[src/sorted_key_table_macros.svh]
// Assertion macros shared by the sorted key table RTL.
// No dependencies; taken in by files that carry concurrent checks.
`ifndef SORTED_KEY_TABLE_MACROS_SVH
`define SORTED_KEY_TABLE_MACROS_SVH

// Same-cycle implication, disabled during reset.
`define SKT_ASSERT_IMPL(label, clk, rst, ante, cons) \
   label: assert property (@(posedge clk) disable iff (rst) (ante) |-> (cons)) \
      else $error("sorted key table check failed");

// Next-cycle implication, disabled during reset.
`define SKT_ASSERT_NEXT(label, clk, rst, ante, cons) \
   label: assert property (@(posedge clk) disable iff (rst) (ante) |=> (cons)) \
      else $error("sorted key table check failed");

`endif

[src/skt_pkg.sv]
// Types and constants for the sorted key table.
// No dependencies; used by sorted_key_table.
package skt_pkg;

   localparam int CMD_W    = 2;
   localparam int KEY_W    = 32;
   localparam int PAY_W    = 32;
   localparam int RANK_W   = 4;
   localparam int STATUS_W = 3;
   localparam int COUNT_W  = 5;

   localparam logic [CMD_W-1:0] CMD_INSERT = 2'd0;
   localparam logic [CMD_W-1:0] CMD_DELETE = 2'd1;
   localparam logic [CMD_W-1:0] CMD_READ   = 2'd2;

   localparam logic [STATUS_W-1:0] STS_OK        = 3'd0;
   localparam logic [STATUS_W-1:0] STS_FULL      = 3'd1;
   localparam logic [STATUS_W-1:0] STS_NOT_FOUND = 3'd2;
   localparam logic [STATUS_W-1:0] STS_EMPTY     = 3'd3;
   localparam logic [STATUS_W-1:0] STS_BAD_RANK  = 3'd4;

   typedef enum logic [2:0] {
      ST_IDLE,
      ST_START,
      ST_SCAN,
      ST_PUT,
      ST_DONE
   } state_type;

endpackage

[src/skt_ram.sv]
// Generic simple dual-port RAM, one write and one registered read port.
// No dependencies; used by sorted_key_table.
module skt_ram #(
   parameter int WIDTH = 64,
   parameter int DEPTH = 16
) (
   input  logic                     clock,
   input  logic                     wr_en,
   input  logic [$clog2(DEPTH)-1:0] wr_addr,
   input  logic [WIDTH-1:0]         wr_data,
   input  logic                     rd_en,
   input  logic [$clog2(DEPTH)-1:0] rd_addr,
   output logic [WIDTH-1:0]         rd_data
);

   logic [WIDTH-1:0] mem_ff [DEPTH];
   logic [WIDTH-1:0] rd_data_ff;

   always_ff @(posedge clock) begin
      if (wr_en) begin
         mem_ff[wr_addr] <= wr_data;
      end
      if (rd_en) begin
         rd_data_ff <= mem_ff[rd_addr];
      end
   end

   assign rd_data = rd_data_ff;

endmodule

[src/sorted_key_table.sv]
// Sorted key table: up to CAPACITY records kept in ascending key order in one RAM.
// Insert and delete run a scan that reads one RAM entry per cycle and writes back
// the shifted one.
// One request is worked at a time; the next is taken while the result waits in rsp regs.
// Reset clears the record count and the handshake; RAM contents are left as they are.
`include "sorted_key_table_macros.svh"

module sorted_key_table #(
   parameter int CAPACITY = 16
) (
   input  logic                               clock,
   input  logic                               reset,
   input  logic                               req_valid,
   output logic                               req_ready,
   input  logic [skt_pkg::CMD_W-1:0]          req_command,
   input  logic signed [skt_pkg::KEY_W-1:0]   req_key,
   input  logic [skt_pkg::PAY_W-1:0]          req_payload,
   input  logic [skt_pkg::RANK_W-1:0]         req_rank,
   output logic                               rsp_valid,
   input  logic                               rsp_ready,
   output logic [skt_pkg::STATUS_W-1:0]       rsp_status,
   output logic [skt_pkg::COUNT_W-1:0]        rsp_count,
   output logic signed [skt_pkg::KEY_W-1:0]   rsp_out_key,
   output logic [skt_pkg::PAY_W-1:0]          rsp_out_payload
);
   import skt_pkg::*;

   localparam int AW   = $clog2(CAPACITY);
   localparam int CW   = $clog2(CAPACITY + 1);
   localparam int RW   = CW + RANK_W;
   localparam int RECW = KEY_W + PAY_W;

   state_type state_ff, state_in;

   logic [CMD_W-1:0]        cmd_ff, cmd_in;
   logic signed [KEY_W-1:0] key_ff, key_in;
   logic [PAY_W-1:0]        pay_ff, pay_in;
   logic [RANK_W-1:0]       rank_ff, rank_in;
   logic [CW-1:0]           count_ff, count_in;
   logic [AW-1:0]           ptr_ff, ptr_in;
   logic                    found_ff, found_in;
   logic [STATUS_W-1:0]     res_status_ff, res_status_in;
   logic signed [KEY_W-1:0] res_key_ff, res_key_in;
   logic [PAY_W-1:0]        res_pay_ff, res_pay_in;

   logic                    rsp_valid_ff, rsp_valid_in;
   logic [STATUS_W-1:0]     rsp_status_ff, rsp_status_in;
   logic [COUNT_W-1:0]      rsp_count_ff, rsp_count_in;
   logic signed [KEY_W-1:0] rsp_key_ff, rsp_key_in;
   logic [PAY_W-1:0]        rsp_pay_ff, rsp_pay_in;

   logic                    wr_en, rd_en;
   logic [AW-1:0]           wr_addr, rd_addr;
   logic [RECW-1:0]         wr_data, rd_data;
   logic signed [KEY_W-1:0] rd_key;
   logic [PAY_W-1:0]        rd_pay;
   logic                    key_ge, key_eq, scan_last;
   logic                    go_scan, go_put, go_done, rsp_load;

   skt_ram #(
      .WIDTH (RECW),
      .DEPTH (CAPACITY)
   ) u_ram (
      .clock   (clock),
      .wr_en   (wr_en),
      .wr_addr (wr_addr),
      .wr_data (wr_data),
      .rd_en   (rd_en),
      .rd_addr (rd_addr),
      .rd_data (rd_data)
   );

   assign rd_key    = rd_data[RECW-1 -: KEY_W];
   assign rd_pay    = rd_data[PAY_W-1:0];
   assign key_ge    = rd_key >= key_ff;
   assign key_eq    = rd_key == key_ff;
   assign scan_last = CW'(ptr_ff) == CW'(count_ff - CW'(1));

   assign req_ready = state_ff == ST_IDLE;

   // Next state
   always_comb begin
      state_in = state_ff;
      unique case (state_ff)
         ST_IDLE: begin
            if (req_valid) begin
               state_in = ST_START;
            end
         end
         ST_START: begin
            state_in = go_scan ? ST_SCAN : ST_DONE;
         end
         ST_SCAN: begin
            priority if (go_put) begin
               state_in = ST_PUT;
            end else if (go_done) begin
               state_in = ST_DONE;
            end
         end
         ST_PUT: begin
            state_in = ST_DONE;
         end
         ST_DONE: begin
            if (rsp_load) begin
               state_in = ST_IDLE;
            end
         end
         default: begin
            state_in = ST_IDLE;
         end
      endcase
   end

   // Datapath and RAM control
   always_comb begin
      cmd_in        = cmd_ff;
      key_in        = key_ff;
      pay_in        = pay_ff;
      rank_in       = rank_ff;
      count_in      = count_ff;
      ptr_in        = ptr_ff;
      found_in      = found_ff;
      res_status_in = res_status_ff;
      res_key_in    = res_key_ff;
      res_pay_in    = res_pay_ff;
      wr_en         = 1'b0;
      wr_addr       = ptr_ff;
      wr_data       = {key_ff, pay_ff};
      rd_en         = 1'b0;
      rd_addr       = ptr_ff;
      go_scan       = 1'b0;
      go_put        = 1'b0;
      go_done       = 1'b0;
      rsp_load      = 1'b0;
      rsp_valid_in  = rsp_valid_ff && !rsp_ready;
      rsp_status_in = rsp_status_ff;
      rsp_count_in  = rsp_count_ff;
      rsp_key_in    = rsp_key_ff;
      rsp_pay_in    = rsp_pay_ff;

      unique case (state_ff)
         ST_IDLE: begin
            if (req_valid) begin
               cmd_in        = req_command;
               key_in        = req_key;
               pay_in        = req_payload;
               rank_in       = req_rank;
               found_in      = 1'b0;
               res_status_in = STS_OK;
               res_key_in    = '0;
               res_pay_in    = '0;
            end
         end
         ST_START: begin
            unique case (cmd_ff)
               CMD_INSERT: begin
                  priority if (count_ff == CW'(CAPACITY)) begin
                     res_status_in = STS_FULL;
                  end else if (count_ff == '0) begin
                     wr_en    = 1'b1;
                     wr_addr  = '0;
                     count_in = CW'(count_ff + CW'(1));
                  end else begin
                     // scan downwards from the top entry
                     rd_en   = 1'b1;
                     rd_addr = AW'(count_ff - CW'(1));
                     ptr_in  = AW'(count_ff - CW'(1));
                     go_scan = 1'b1;
                  end
               end
               CMD_DELETE: begin
                  if (count_ff == '0) begin
                     res_status_in = STS_EMPTY;
                  end else begin
                     rd_en   = 1'b1;
                     rd_addr = '0;
                     ptr_in  = '0;
                     go_scan = 1'b1;
                  end
               end
               CMD_READ: begin
                  if (RW'(rank_ff) >= RW'(count_ff)) begin
                     res_status_in = STS_BAD_RANK;
                  end else begin
                     rd_en   = 1'b1;
                     rd_addr = AW'(rank_ff);
                     ptr_in  = AW'(rank_ff);
                     go_scan = 1'b1;
                  end
               end
               default: begin
               end
            endcase
         end
         ST_SCAN: begin
            unique case (cmd_ff)
               CMD_INSERT: begin
                  wr_en   = 1'b1;
                  wr_addr = AW'(ptr_ff + AW'(1));
                  if (key_ge) begin
                     // shift this entry up one place
                     wr_data = rd_data;
                     if (ptr_ff == '0) begin
                        go_put = 1'b1;
                     end else begin
                        rd_en   = 1'b1;
                        rd_addr = AW'(ptr_ff - AW'(1));
                        ptr_in  = AW'(ptr_ff - AW'(1));
                     end
                  end else begin
                     count_in = CW'(count_ff + CW'(1));
                     go_done  = 1'b1;
                  end
               end
               CMD_DELETE: begin
                  // once found, every later entry moves down one place
                  if (found_ff) begin
                     wr_en   = 1'b1;
                     wr_addr = AW'(ptr_ff - AW'(1));
                     wr_data = rd_data;
                  end else if (key_eq) begin
                     found_in   = 1'b1;
                     res_key_in = rd_key;
                     res_pay_in = rd_pay;
                  end
                  if (scan_last) begin
                     go_done = 1'b1;
                     if (found_ff || key_eq) begin
                        count_in = CW'(count_ff - CW'(1));
                     end else begin
                        res_status_in = STS_NOT_FOUND;
                     end
                  end else begin
                     rd_en   = 1'b1;
                     rd_addr = AW'(ptr_ff + AW'(1));
                     ptr_in  = AW'(ptr_ff + AW'(1));
                  end
               end
               CMD_READ: begin
                  res_key_in = rd_key;
                  res_pay_in = rd_pay;
                  go_done    = 1'b1;
               end
               default: begin
                  go_done = 1'b1;
               end
            endcase
         end
         ST_PUT: begin
            wr_en    = 1'b1;
            wr_addr  = '0;
            count_in = CW'(count_ff + CW'(1));
         end
         ST_DONE: begin
            if (!rsp_valid_ff || rsp_ready) begin
               rsp_load      = 1'b1;
               rsp_valid_in  = 1'b1;
               rsp_status_in = res_status_ff;
               rsp_count_in  = COUNT_W'(count_ff);
               rsp_key_in    = res_key_ff;
               rsp_pay_in    = res_pay_ff;
            end
         end
         default: begin
         end
      endcase
   end

   always_ff @(posedge clock) begin
      if (reset) begin
         state_ff     <= ST_IDLE;
         count_ff     <= '0;
         found_ff     <= 1'b0;
         rsp_valid_ff <= 1'b0;
      end else begin
         state_ff     <= state_in;
         count_ff     <= count_in;
         found_ff     <= found_in;
         rsp_valid_ff <= rsp_valid_in;
      end
   end

   always_ff @(posedge clock) begin
      cmd_ff        <= cmd_in;
      key_ff        <= key_in;
      pay_ff        <= pay_in;
      rank_ff       <= rank_in;
      ptr_ff        <= ptr_in;
      res_status_ff <= res_status_in;
      res_key_ff    <= res_key_in;
      res_pay_ff    <= res_pay_in;
      rsp_status_ff <= rsp_status_in;
      rsp_count_ff  <= rsp_count_in;
      rsp_key_ff    <= rsp_key_in;
      rsp_pay_ff    <= rsp_pay_in;
   end

   assign rsp_valid       = rsp_valid_ff;
   assign rsp_status      = rsp_status_ff;
   assign rsp_count       = rsp_count_ff;
   assign rsp_out_key     = rsp_key_ff;
   assign rsp_out_payload = rsp_pay_ff;

   `SKT_ASSERT_IMPL(a_count_cap, clock, reset, 1'b1, count_ff <= CW'(CAPACITY))
   `SKT_ASSERT_IMPL(a_no_wr_idle, clock, reset, state_ff == ST_IDLE || state_ff == ST_DONE, !wr_en)
   `SKT_ASSERT_NEXT(a_scan_has_data, clock, reset, state_in == ST_SCAN, rd_en == 1'b0 || state_ff == ST_SCAN)
   `SKT_ASSERT_NEXT(a_load_then_valid, clock, reset, rsp_load, rsp_valid && state_ff == ST_IDLE)

endmodule

[config.mk]
export PLATFORM = sky130hd
export DESIGN_NAME = sorted_key_table
export DESIGN_NICKNAME = d
export VERILOG_FILES = /design/src/skt_pkg.sv /design/src/skt_ram.sv /design/src/sorted_key_table.sv
export VERILOG_INCLUDE_DIRS = /design/src /design/src/src
export SDC_FILE = /design/constraint.sdc
export NUM_CORES = 2
export LEC_CHECK = 0
export BUFFER_PORTS_ARGS = -buffer_cell sky130_fd_sc_hd__buf_2
export CAP_MARGIN = 20
export CORE_MARGIN = 5
export CORE_UTILIZATION = 30
export DETAILED_ROUTE_END_ITERATION = 16
export HOLD_SLACK_MARGIN = 0.15
export PLACE_DENSITY = 0.42
export SETUP_SLACK_MARGIN = 0.4
export SLEW_MARGIN = 40
export SYNTH_ARGS = -nofsm -noshare
export SYNTH_HDL_FRONTEND = slang
export SYNTH_SLANG_ARGS = --single-unit
[constraint.sdc]
create_clock -name clock -period 7.9 [get_ports clock]
set_clock_uncertainty 0.15 [all_clocks]
set_input_delay 0.395 -clock clock [delete_from_list [all_inputs] [get_ports clock]]
set_output_delay 0.395 -clock clock [all_outputs]
set_load 0.01 [all_outputs]
==> results.md <==
Outcome:
- The flow ran to the end, and the final reports show no timing, DRC or antenna violations.

Critical path:
- The worst register-to-register path begins at count_ff[0].
- STA classifies the critical path startpoint as a register.
- Of all nets on the critical path, the largest fanout is 62.
- STA classifies the critical path endpoint as a register.
- Measured in cells, the most critical reg-to-reg path has a length of 14.
- On the critical path, the stage with the largest delay is an instance of sky130_fd_sc_hd__or2_4.
- The required time at the endpoint of the critical path is 8290 ps.
- The flop-to-flop setup slack is 2320 ps.
- The critical path goes through inv_1 -> ha_1 -> nor3b_2 -> and3_1 -> o2111ai_4 -> mux2i_1 -> o221ai_1 -> o41ai_4 -> or2_4 -> inv_6 -> buf_4 -> a2111oi_0 -> a311oi_1 -> a211o_1.
- The kind of critical path is register to register.
- The largest single stage delay on the critical path is 550 ps.
- STA puts the critical path data arrival time at 5970 ps.
- The kind of cell adding the most delay to the critical path is compound AO/OA/AOI/OAI gates.
- Tracing the worst setup path back leads to its startpoint at count_ff[0].
- The number of buffers and inverters on the critical path is 3.
- The worst flop-to-flop path endpoint is u_ram.rd_data[9].

Routing:
- The detailed-route DRC error count is 0.
- The number of nets still failing antenna checks after routing is 0.
- The average via count per standard cell is 5.10.
- The total via count after detailed routing is 31,200.
- The first detailed-routing pass ran for 5 iterations.
- The DRC marker count from the first detailed-route iteration is 2,393.
- The average wire length per cell after detail routing is 27.7 um.
- The total detailed-routing wirelength is 169 mm.

Clocking:
- The number of clock sinks is 1,311.
- The number of clock buffers inserted by TritonCTS is 148.
- CTS built an H-tree with a depth of 4.
- The worst-case clock buffer depth is 3.
- TritonCTS built the clock tree.
- The later pin in the worst-skew pair is clocked with a latency of 790 ps.
- The number of instances resized during post-cts repair is 0.
- CTS placed an instance of sky130_fd_sc_hd__clkbuf_16 at the clock tree root.
- The number of buffers inserted by hold repair at cts is 132.
- Clock-pin slew was measured on the worst setup and hold paths at 60 ps.
- The number of setup buffers added after CTS is 0.

Finish:
- Of the cells placed in the final design, the portion with a size suffix greater than 1 is 0.214.
- The post-synthesis to final-layout area growth is 18.7%.
- The count of filler cells inserted in the layout is 16,800.
- The final net count is 3,763.

Global routing:
- For this run, the total global-route usage over all layers was measured as 0.178.
- Global routing finished with a remaining overflow of 0.
- The first global-routing pass estimated 240 mm of wire.
- The number of antenna violations at the first check in global routing came to 7.
- The pin count of the biggest net entering global routing is 139.
- The via count of the first global-routing pass is 31,700.

Hold path:
- The hold path startpoint is req_payload[25].
- The number of stages on the worst hold path is 2.
- The path with the worst hold slack has its endpoint at pay_ff[25].
- The class of the tightest hold or removal check is primary input to register.

Yosys:
- The synthesized net count is 3,484.
- Synthesis inferred 1,311 register bits.
- The post-synthesis average cell area is 15.9 sq um.
- The primary flip-flop cell chosen by synthesis mapping is sky130_fd_sc_hd__edfxtp_1.
- The total standard cell area after synthesis is 53,500 sq um.
- Counting flops with a built-in enable in the synthesized netlist gives 1,297.
- In the synthesized netlist the async set-or-reset flop fraction comes to 0.
- Synthesis instantiated 71 different standard cells from the library.
- During synthesis, Yosys emitted a total of 0 warnings.
- Synthesis produced 3,370 cells.
- The share of the Yosys chip area taken by registers is 0.733.

Floorplanning:
- The floorplan step defined a die boundary enclosing 187,000 sq um.
- The floorplan step defined a core boundary enclosing 178,000 sq um.
- The floorplan die width is 432 um.
- The initial utilization of the core area, before any placement, comes to 0.301.
- The die height is 432 um.
- The number of rows in the core area is 155.
- The number of top-level design ports is 148.

Timing:
- The transition time at the pin with the least slew margin is 875 ps.
- Static timing analysis puts the maximum clock frequency at 179 MHz.
- The final critical-path share of the clock period is 0.706.
- The max-slew violation count is 0.
- The worst slew slack as a fraction of its limit is 0.417.
- In the final timing run, aggregate negative setup slack is 0 ps.
- Setup violations remaining at the end of the flow were counted as 0.
- The final hold violation count is 0.
- Setup repair after global routing left no endpoint under its margin.
- The time the worst path needs with I/O delays and setup is 5580 ps.
- The tightest hold path in the finished design has a slack of 214 ps.

Placement:
- The final estimated routing congestion in global placement is 0.799.
- The number of port buffers is 147.
- The sum of net half-perimeters after detailed placement is 85.3 mm.

Power and ir drop:
- The power per cell area is 331 nW/um^2.
- The leakage component of the power is 21.4 nW.
- IR analysis of the VDD net gives a maximum drop of 0.000318 V.

Run:
- Across the run, the number of max-cap violations was 0.
cells in the mapped netlist (3+ instances only):
master	count	area, sq um
sky130_fd_sc_hd__dfxtp_1	14	280
sky130_fd_sc_hd__nand4_1	11	68.8
sky130_fd_sc_hd__nor2_1	74	278
sky130_fd_sc_hd__xor2_1	4	35.0
sky130_fd_sc_hd__nor4_1	3	18.8
sky130_fd_sc_hd__mux2i_1	21	210
sky130_fd_sc_hd__a31oi_1	137	857
sky130_fd_sc_hd__a311oi_1	64	561
sky130_fd_sc_hd__and2_1	4	25.0
sky130_fd_sc_hd__nand2b_1	5	31.3
sky130_fd_sc_hd__a211o_1	67	587
sky130_fd_sc_hd__nor3_1	14	70.1
sky130_fd_sc_hd__and3_1	67	419
sky130_fd_sc_hd__a2111oi_2	9	135
sky130_fd_sc_hd__nand3_1	18	90.1
sky130_fd_sc_hd__a211oi_1	129	968
sky130_fd_sc_hd__xnor2_1	8	70.1
sky130_fd_sc_hd__mux2_2	304	3420
sky130_fd_sc_hd__clkbuf_1	149	559
sky130_fd_sc_hd__edfxtp_1	1297	38900
sky130_fd_sc_hd__a2111oi_0	56	490
sky130_fd_sc_hd__buf_1	12	45.0
sky130_fd_sc_hd__inv_1	176	661
sky130_fd_sc_hd__o21ai_0	74	370
sky130_fd_sc_hd__ha_1	40	500
sky130_fd_sc_hd__a22o_1	128	1120
sky130_fd_sc_hd__nor2b_1	3	18.8
sky130_fd_sc_hd__o21ai_1	35	175
sky130_fd_sc_hd__buf_6	10	113
sky130_fd_sc_hd__a21oi_1	55	275
sky130_fd_sc_hd__buf_4	14	105
sky130_fd_sc_hd__o21a_1	66	495
sky130_fd_sc_hd__a221oi_2	3	45.0
sky130_fd_sc_hd__buf_2	56	280
sky130_fd_sc_hd__nand2_1	195	732
worst register-to-register path, delay by kind of cell (launching register included):
family | cells | cell delay, ps
adder cells (fa/ha/maj) | 1 | 330
flip-flops | 1 | 520
multiplexers | 1 | 250
AO/OA/AOI/OAI | 6 | 2070
buffers and inverters | 3 | 1010
AND/OR/NAND/NOR | 3 | 1030
final cells by class:
type | instances | area (sq um) | share of cell area
sequential | 1311 | 39200 | 0.618
multi-input combinational | 1641 | 12800 | 0.202
clock buffer | 197 | 4050 | 0.0637
timing repair buffer | 370 | 3160 | 0.0498
tap | 2355 | 2950 | 0.0464
inverter | 177 | 671 | 0.0106
clock inverter | 69 | 591 | 0.00930
antenna | 1 | 2.50 | 0.0000394
layer usage:
| layer | part of all wire | GRT usage | up-vias |
|---|---|---|---|
| met5 | 0 | 0 | - |
| met4 | 0.025 | 0.0518 | 0 |
| met3 | 0.047 | 0.0260 | 247 |
| met2 | 0.48 | 0.294 | 832 |
| met1 | 0.45 | 0.245 | 16300 |
| li1 | - | - | 13900 |
sequential cells by signal, summed over array words and instances (netlist names):
signal and flops:
found_ff 1, rsp_valid 1, rsp_status 3, rank_ff 4, count_ff 5, rsp_out_key 32
res_status_ff 3, key_ff 32, rsp_count 5, cmd_ff 2, pay_ff 32, state_ff 3
u_ram.mem_ff 1024, res_pay_ff 32, rsp_out_payload 32, ptr_ff 4, res_key_ff 32, u_ram.rd_data 64
placed cells by master (no fill, tap or decap), drive strengths merged, types with 3 or more instances in the layout:
cell and instances:
edfxtp 1297, mux2 304, buf 238, clkbuf 197, nand2 195, inv 183
a31oi 137, dlygate4sd3 132, a211oi 129, a22o 128, o21ai 109, nor2 75
a211o 67, and3 67, o21a 66, a2111oi 65, a311oi 64, a21oi 55
clkinv 53, ha 40, mux2i 21, nand3 18, nor3 18, dfxtp 14
nand4 11, xnor2 8, bufinv 8, nand2b 5, xor2 4, and2 4
a221oi 4, nor2b 3, nor3b 3, nor4 3, or2 3
per-stage QoR:
stage           util  area, sq um  total power [W]  setup slack [ps]  instances
2_1_floorplan      -        53500           0.0124              2220       3370
3_3_place_gp   0.322        57400           0.0145              2240       5716
3_5_place_dp   0.324        57500           0.0145              2320       5722
4_1_cts        0.357        63500           0.0213              2330       6120
5_1_grt        0.357        63500           0.0219              1930       6120
6_report       0.357        63500           0.0210              2320       6121
kinds of logic (layout without fill, tap and decap cells):
group / Yosys count / after routing / share of synthesized area
flip-flops: 1311 / 1311 / 0.733
AO/OA/AOI/OAI: 854 / 854 / 0.119
buffers and inverters: 418 / 813 / 0.0330
AND/OR/NAND/NOR: 410 / 410 / 0.0356
multiplexers: 325 / 325 / 0.0679
adder cells (fa/ha/maj): 40 / 40 / 0.00935
XOR/XNOR: 12 / 12 / 0.00196
other: 0 / 1 / 0
worst max path at each step:
stage / end / slack (ps) / cells past startpoint
final: u_ram.rd_data[9] / 2320 / 14
after global routing: u_ram.rd_data[9] / 1930 / 14
after CTS: u_ram.rd_data[9] / 2330 / 14
after detailed placement: u_ram.rd_data[9] / 2320 / 14
after global placement: u_ram.rd_data[29] / 2240 / 12
after floorplan: u_ram.mem_ff[10][0] / 2220 / 11
power by group:
part	total [W]	switching (W)	internal (W)
clock network	0.00666	0.00280	0.00386
logic	0.00587	0.00383	0.00204
registers	0.00851	0.000208	0.00831
No activity file was read; power rests on OpenSTA's default activity.
